==> src/rtl/kst_pkg.sv <==
// Package for the keyed set table: request and response payload types,
// request and status codes, and the types passed between the chain cells.
// No dependencies.
`default_nettype none

package kst_pkg;

  localparam int CAPACITY = 16;
  localparam int COUNT_W  = $clog2(CAPACITY + 1);

  localparam logic [1:0] REQ_ADD    = 2'd0;
  localparam logic [1:0] REQ_REMOVE = 2'd1;
  localparam logic [1:0] REQ_POP    = 2'd2;
  localparam logic [1:0] REQ_LOOKUP = 2'd3;

  localparam logic [2:0] ST_OK       = 3'd0;
  localparam logic [2:0] ST_DUP      = 3'd1;
  localparam logic [2:0] ST_NOTFOUND = 3'd2;
  localparam logic [2:0] ST_EMPTY    = 3'd3;
  localparam logic [2:0] ST_FULL     = 3'd4;

  typedef struct packed {
    logic [1:0]  req_type;
    logic [15:0] key;
    logic [15:0] payload_in;
  } req_t;

  typedef struct packed {
    logic [2:0]  status;
    logic        found;
    logic [15:0] payload_out;
    logic [4:0]  entry_count;
  } rsp_t;

  // One stored slot of the table.
  typedef struct packed {
    logic        occupied;
    logic [15:0] key;
    logic [15:0] payload;
  } entry_t;

  // Request token that walks the chain one cell per cycle.
  typedef struct packed {
    logic        valid;
    logic [1:0]  req_type;
    logic [15:0] key;
    logic [15:0] payload;
    logic        hit;
    logic        placed;
  } tok_t;

endpackage

`default_nettype wire

==> src/rtl/keyed_set_table_core.sv <==
// Top level of the keyed set table: request intake, the chain of slot
// cells, entry count and the response register with its skid stage.
// Depends on kst_pkg and kst_cell.
//
// Usage: a request (req_type, key, payload_in) transfers on req_valid and
// req_ready; one response (status, found, payload_out, entry_count)
// transfers on rsp_valid and rsp_ready for every request, in order.
// Entries are held packed in insertion order in a row of CAPACITY cells.
// A request enters as a token at the first cell and moves one cell per
// cycle; each cell compares its key, appends, shifts down or pops as the
// token passes. The response is registered after the token has passed
// every cell register, and busy clears as it is registered, so the next
// request is taken only after the token has left the chain; the request
// rate is set by the walk of the token through the chain.
// One request is in the chain at a time. If the receiver stalls, the
// response waits in the output register while the next request may still
// be taken; its response then waits in a skid stage, and req_ready stays
// low until that stage drains.
// Reset (rst, synchronous) empties the table, clears the count and drops
// any pending response.
`default_nettype none

module keyed_set_table_core (
  input  wire logic          clk,
  input  wire logic          rst,
  input  wire logic          req_valid,
  output logic               req_ready,
  input  wire kst_pkg::req_t req,
  output logic               rsp_valid,
  input  wire logic          rsp_ready,
  output kst_pkg::rsp_t      rsp
);

  kst_pkg::tok_t   tok_chain [kst_pkg::CAPACITY + 1];
  kst_pkg::entry_t ent_chain [kst_pkg::CAPACITY + 1];

  logic                        busy;
  logic                        skid_valid;
  kst_pkg::rsp_t               skid;
  logic [kst_pkg::COUNT_W-1:0] count;
  logic [kst_pkg::COUNT_W-1:0] count_next;
  kst_pkg::rsp_t               res;
  logic                        res_valid;
  logic                        req_xfer;
  logic                        rsp_xfer;
  logic [kst_pkg::CAPACITY-1:0] occ_vec;
  kst_pkg::tok_t               tok_last;

  assign req_ready = !busy && !skid_valid;
  assign req_xfer  = req_valid && req_ready;
  assign rsp_xfer  = rsp_valid && rsp_ready;

  always_comb begin
    tok_chain[0].valid    = req_xfer;
    tok_chain[0].req_type = req.req_type;
    tok_chain[0].key      = req.key;
    tok_chain[0].payload  = req.payload_in;
    tok_chain[0].hit      = 1'b0;
    tok_chain[0].placed   = 1'b0;
  end

  assign ent_chain[kst_pkg::CAPACITY] = '0;

  for (genvar i = 0; i < kst_pkg::CAPACITY; i++) begin : g_cell
    kst_cell u_cell (
      .clk     (clk),
      .rst     (rst),
      .tok_in  (tok_chain[i]),
      .tok_out (tok_chain[i+1]),
      .nbr     (ent_chain[i+1]),
      .ent     (ent_chain[i])
    );
    assign occ_vec[i] = ent_chain[i].occupied;
  end

  assign tok_last  = tok_chain[kst_pkg::CAPACITY];
  assign res_valid = tok_last.valid;

  // Resolve the token leaving the chain into a response.
  always_comb begin
    res.status      = kst_pkg::ST_OK;
    res.found       = tok_last.hit;
    res.payload_out = tok_last.hit ? tok_last.payload : 16'd0;
    count_next      = count;
    unique case (tok_last.req_type)
      kst_pkg::REQ_ADD: begin
        if (tok_last.hit) begin
          res.status = kst_pkg::ST_DUP;
        end else if (tok_last.placed) begin
          count_next = count + 1'b1;
        end else begin
          res.status = kst_pkg::ST_FULL;
        end
      end
      kst_pkg::REQ_REMOVE: begin
        if (tok_last.hit) begin
          count_next = count - 1'b1;
        end else if (count == '0) begin
          res.status = kst_pkg::ST_EMPTY;
        end else begin
          res.status = kst_pkg::ST_NOTFOUND;
        end
      end
      kst_pkg::REQ_POP: begin
        if (tok_last.hit) begin
          count_next = count - 1'b1;
        end else begin
          res.status = kst_pkg::ST_EMPTY;
        end
      end
      kst_pkg::REQ_LOOKUP: begin
        if (!tok_last.hit) begin
          res.status = kst_pkg::ST_NOTFOUND;
        end
      end
      default: begin
        res.status = kst_pkg::ST_OK;
      end
    endcase
    res.entry_count = 5'(count_next);
  end

  always_ff @(posedge clk) begin
    if (rst) begin
      busy       <= 1'b0;
      count      <= '0;
      rsp_valid  <= 1'b0;
      skid_valid <= 1'b0;
    end else begin
      if (req_xfer) begin
        busy <= 1'b1;
      end else if (res_valid) begin
        busy <= 1'b0;
      end
      if (res_valid) begin
        count <= count_next;
      end
      // output register and skid stage
      if (res_valid) begin
        if (!rsp_valid || rsp_xfer) begin
          rsp_valid  <= 1'b1;
        end else begin
          skid_valid <= 1'b1;
        end
      end else if (rsp_xfer) begin
        rsp_valid  <= skid_valid;
        skid_valid <= 1'b0;
      end
    end
  end

  always_ff @(posedge clk) begin
    if (res_valid) begin
      if (!rsp_valid || rsp_xfer) begin
        rsp <= res;
      end else begin
        skid <= res;
      end
    end else if (rsp_xfer && skid_valid) begin
      rsp <= skid;
    end
  end

  // Held entries stay packed at the low slots.
  a_packed: assert property (@(posedge clk) disable iff (rst)
    (occ_vec & (occ_vec + 1'b1)) == '0)
    else $error("occupied slots are not packed");

  // Between requests the count matches the occupied slots.
  a_count: assert property (@(posedge clk) disable iff (rst)
    !busy |-> $countones(occ_vec) == 32'(count))
    else $error("entry count disagrees with occupied slots");

  a_skid_order: assert property (@(posedge clk) disable iff (rst)
    skid_valid |-> rsp_valid)
    else $error("skid stage holds a response ahead of the output register");

  a_res_busy: assert property (@(posedge clk) disable iff (rst)
    res_valid |-> busy && !skid_valid)
    else $error("token left the chain with no request in flight");

  a_one_token: assert property (@(posedge clk) disable iff (rst)
    req_xfer |=> busy && !req_ready)
    else $error("second request taken while one is in the chain");

endmodule

`default_nettype wire

==> src/rtl/kst_cell.sv <==
// One slot of the keyed set table chain: holds an entry and acts on the
// request token as it passes, then hands the token to the next cell.
// Depends on kst_pkg.
`default_nettype none

module kst_cell (
  input  wire logic            clk,
  input  wire logic            rst,
  input  wire kst_pkg::tok_t   tok_in,
  output kst_pkg::tok_t        tok_out,
  input  wire kst_pkg::entry_t nbr,
  output kst_pkg::entry_t      ent
);

  kst_pkg::tok_t   tok_next;
  kst_pkg::entry_t ent_next;
  logic            match;

  assign match = ent.occupied && (ent.key == tok_in.key);

  always_comb begin
    tok_next = tok_in;
    ent_next = ent;
    if (tok_in.valid) begin
      unique case (tok_in.req_type)
        kst_pkg::REQ_ADD: begin
          if (match) begin
            tok_next.hit     = 1'b1;
            tok_next.payload = ent.payload;
          end else if (!ent.occupied && !tok_in.hit && !tok_in.placed) begin
            // first free slot, past every held key: append here
            ent_next.occupied = 1'b1;
            ent_next.key      = tok_in.key;
            ent_next.payload  = tok_in.payload;
            tok_next.placed   = 1'b1;
          end
        end
        kst_pkg::REQ_REMOVE: begin
          if (match) begin
            tok_next.hit     = 1'b1;
            tok_next.payload = ent.payload;
          end
          // close the gap: take the neighbor's entry from the hit onward
          if (match || tok_in.hit) begin
            ent_next = nbr;
          end
        end
        kst_pkg::REQ_POP: begin
          if (ent.occupied && !nbr.occupied) begin
            ent_next.occupied = 1'b0;
            tok_next.hit      = 1'b1;
            tok_next.payload  = ent.payload;
          end
        end
        kst_pkg::REQ_LOOKUP: begin
          if (match) begin
            tok_next.hit     = 1'b1;
            tok_next.payload = ent.payload;
          end
        end
        default: begin
          tok_next = tok_in;
        end
      endcase
    end
  end

  always_ff @(posedge clk) begin
    if (rst) begin
      tok_out.valid <= 1'b0;
      ent.occupied  <= 1'b0;
    end else begin
      tok_out.valid <= tok_next.valid;
      ent.occupied  <= ent_next.occupied;
    end
    tok_out.req_type <= tok_next.req_type;
    tok_out.key      <= tok_next.key;
    tok_out.payload  <= tok_next.payload;
    tok_out.hit      <= tok_next.hit;
    tok_out.placed   <= tok_next.placed;
    ent.key          <= ent_next.key;
    ent.payload      <= ent_next.payload;
  end

endmodule

`default_nettype wire

==> config.mk <==
export PLATFORM = sky130hd
export DESIGN_NAME = keyed_set_table_core
export DESIGN_NICKNAME = d
export VERILOG_FILES = /design/src/rtl/kst_pkg.sv /design/src/rtl/keyed_set_table_core.sv /design/src/rtl/kst_cell.sv
export SDC_FILE = /design/constraint.sdc
export NUM_CORES = 2
export LEC_CHECK = 0
export BUFFER_PORTS_ARGS = -buffer_cell sky130_fd_sc_hd__buf_2
export CORE_MARGIN = 2
export CORE_UTILIZATION = 40
export CTS_CLUSTER_DIAMETER = 40
export DETAILED_ROUTE_END_ITERATION = 6
export GPL_TIMING_DRIVEN = 0
export PLACE_DENSITY = 0.51
export SLEW_MARGIN = 40
export SYNTH_ARGS = -nofsm -noshare
export SYNTH_HDL_FRONTEND = slang
export SYNTH_HIERARCHICAL = 1
export SYNTH_SLANG_ARGS = --single-unit
export TNS_END_PERCENT = 1
==> constraint.sdc <==
create_clock -name clk -period 2.95 [get_ports clk]
set_clock_uncertainty 0.05 [all_clocks]
set_input_delay 0.4425 -clock clk [delete_from_list [all_inputs] [get_ports clk]]
set_output_delay 0.4425 -clock clk [all_outputs]
set_load 0.02 [all_outputs]
==> flow_metrics.py <==
metrics = {
    "status": {
        "outcome": "complete, no violations",
    },
    "place": {
        "dpl.hpwl_mm": 61.5,
        "gp_congestion": 0.757,
        "portBuffers": 64,
        "post-place-ws_ns": 0.0763,
    },
    "critical_path": {
        "slowest_stage": "nor4_1",
        "max_stage_delay_ns": 0.64,
        "worstReg2RegStart": "g_cell[1].u_cell/ent[26]",
        "crit_chain": "xor2_1, nor4_1, nand3_1, nor2_1, o311a_2, buf_16",
        "cp_max_fo": 17,
        "startpoint_type": "flop",
        "crit_start": "g_cell[1].u_cell/ent[26]",
        "cp.arrival_ns": 3.14,
        "critPathKind": "reg2reg",
        "critPathRequiredTime_ns": 3.33,
        "critPathTopFamily": "simple AND/OR/NAND/NOR gates",
        "path_buf_inv": 1,
        "end_kind": "flop",
    },
    "pwr": {
        "p_clk_share_pct": 50.4,
        "p_seq_share_pct": 45.7,
        "totalPowerFinal_mw": 38.9,
        "switching_share_pct": 21.3,
        "peakVddDrop_mv": 0.475,
        "p_leak_nw": 22.4,
        "net-switching-power_mw": 8.30,
        "intPower_mw": 30.6,
        "p_per_area_mw_per_mm2": 728,
        "p_comb_share_pct": 3.9,
    },
    "sta": {
        "timing.final.hold_violations": 0,
        "rsz0062_at_grt": "no",
        "slew_headroom_pct": 48.3,
        "worst_slew_pin_slew_ns": 0.775,
        "setup_tns_ns": 0,
        "maxSlewViolCount": 0,
        "setup_slack_ns": 0.197,
        "fin_crit_ns": 2.75,
        "fin_crit_sh_pct": 93.3,
        "setup_viol": 0,
        "fmax_mhz": 363,
    },
    "cts": {
        "cts_setup_buffers": 0,
        "cts_resized": 0,
        "clock_latency_ns": 0.74,
        "numCtsBuffers": 161,
        "cts_htree_levels": 4,
        "cts_buffer_depth": 3,
        "root_buffer": "clkbuf_16",
        "cts_tree": "done",
        "numClockSinks": 1162,
        "clk_pin_slew_ns": 0.05,
    },
    "yosys": {
        "syn_avg_cell_area_um2": 11.5,
        "yosys_warnings": 6,
        "synthesis.area_mm2": 0.0447,
        "syn_inst": 3902,
    },
    "global_route": {
        "grt-ovfl-total": 0,
        "grt_start_max_net_pins": 50,
        "antenna_found_initial": 1,
        "grtUsageTotal_pct": 15.2,
        "grt_pass1_wl_mm": 142,
        "grt_pass1_vias": 26400,
    },
    "drt": {
        "final_antenna_net_count": 0,
        "first_iter_violations": 1244,
        "drcViolationCount": 0,
        "wirelength_mm": 86.3,
        "viasPerCell": 4.37,
        "dr.pass1.iters": 7,
        "vias": 25500,
        "wl_per_cell_um": 14.8,
    },
    "floorplan": {
        "initial_utilization_pct": 40.4,
        "fp.dieW_um": 338,
        "core_area_mm2": 0.111,
        "fp.dieH_um": 338,
        "die_area_mm2": 0.114,
        "num_rows": 122,
        "ios": 65,
    },
    "worst_hold_path": {
        "hold_start": "rst",
        "min_path_type": "in2reg",
    },
    "finish": {
        "nFillCells": 9942,
        "multi_input_area_mm2": 0.0152,
        "area_growth_pct": 19.6,
        "drive_above_1_share_pct": 15.9,
        "n_antenna_cell": 0,
        "nNetsFinal": 4266,
        "ff_latch_area_mm2": 0.0289,
    },
    "job": {
        "cap_violations": 0,
    },
}
-- sequential cells by signal, indices dropped and copies added (netlist names) --
register and flops:
busy 1, count 5, g_cell.u_cell/ent 528, g_cell.u_cell/tok_out 576
rsp 25, rsp_valid 1, skid 25, skid_valid 1
-- path summary, 6_finish.rpt --
kind,endpoint,slack [ns],cells past startpoint
max,g_cell[1].u_cell/ent[9],0.20,6
min,g_cell[1].u_cell/tok_out[36],0.21,2
max reg2reg,g_cell[1].u_cell/ent[9],0.20,6
min reg2reg,g_cell[7].u_cell/tok_out[31],0.32,0
-- power groups by stage --
stage | clock network [mW] | registers (mW) | logic [mW]
floorplan | 0 | 18.0 | 1.13
global placement | 0 | 18.1 | 1.45
detailed placement | 0 | 18.1 | 1.48
CTS | 20.2 | 17.8 | 1.54
global route | 20.9 | 17.8 | 1.73
finish | 19.6 | 17.8 | 1.50
-- cell usage in the layout, fill, tap and decap left out, types with 17 or more instances in the layout --
cell type	instances
nand2_1	1546
dfxtp_1	600
edfxtp_1	562
xor2_1	240
clkbuf_16	172
clkbuf_1	163
mux2_4	145
mux2_2	131
nor4_1	66
buf_2	65
nand2b_1	51
nor2b_1	50
nor2_1	43
conb_1	41
nand3_1	35
dlygate4sd3_1	35
nor3_1	21
o21ai_0	19
o31ai_1	18
and2_1	18
and3b_1	17
buf_6	17
o21a_1	17
-- through the flow --
stage          utilization, %  cells  instance area [um^2]  hold slack [ns]
2_1_floorplan               -   3942                 44800            0.312
3_3_place_gp             42.5   5494                 47000            0.321
3_5_place_dp             42.9   5511                 47500            0.320
4_1_cts                  48.3   5847                 53400            0.159
5_1_grt                  48.3   5847                 53400            0.201
6_report                 48.3   5847                 53400            0.212
-- cell type report --
cell class	count	area share [%]
multi-input cells	2610	28.5
clock buffers	216	8.67
flip-flops and latches	1162	54.1
repair buffers	116	2.11
well taps	1488	3.48
inverters	15	0.105
plain buffers	155	1.33
clock inverters	85	1.76
-- metal layers --
layer | global-route usage [%] | vias to the layer above | wire length, um
li1 | - | 13700 | -
met1 | 18.2 | 11400 | 38100
met2 | 27.0 | 313 | 43500
met3 | 2.88 | 147 | 2650
met4 | 5.49 | 0 | 1990
met5 | 0 | - | 0
-- repair_timing --
item / in CTS / in global routing
hold buffers: 35 / 0
hold endpoints to repair: 69 / 0
endpoints found under the setup margin: 0 / 0
(Power assumes the default switching activity.)
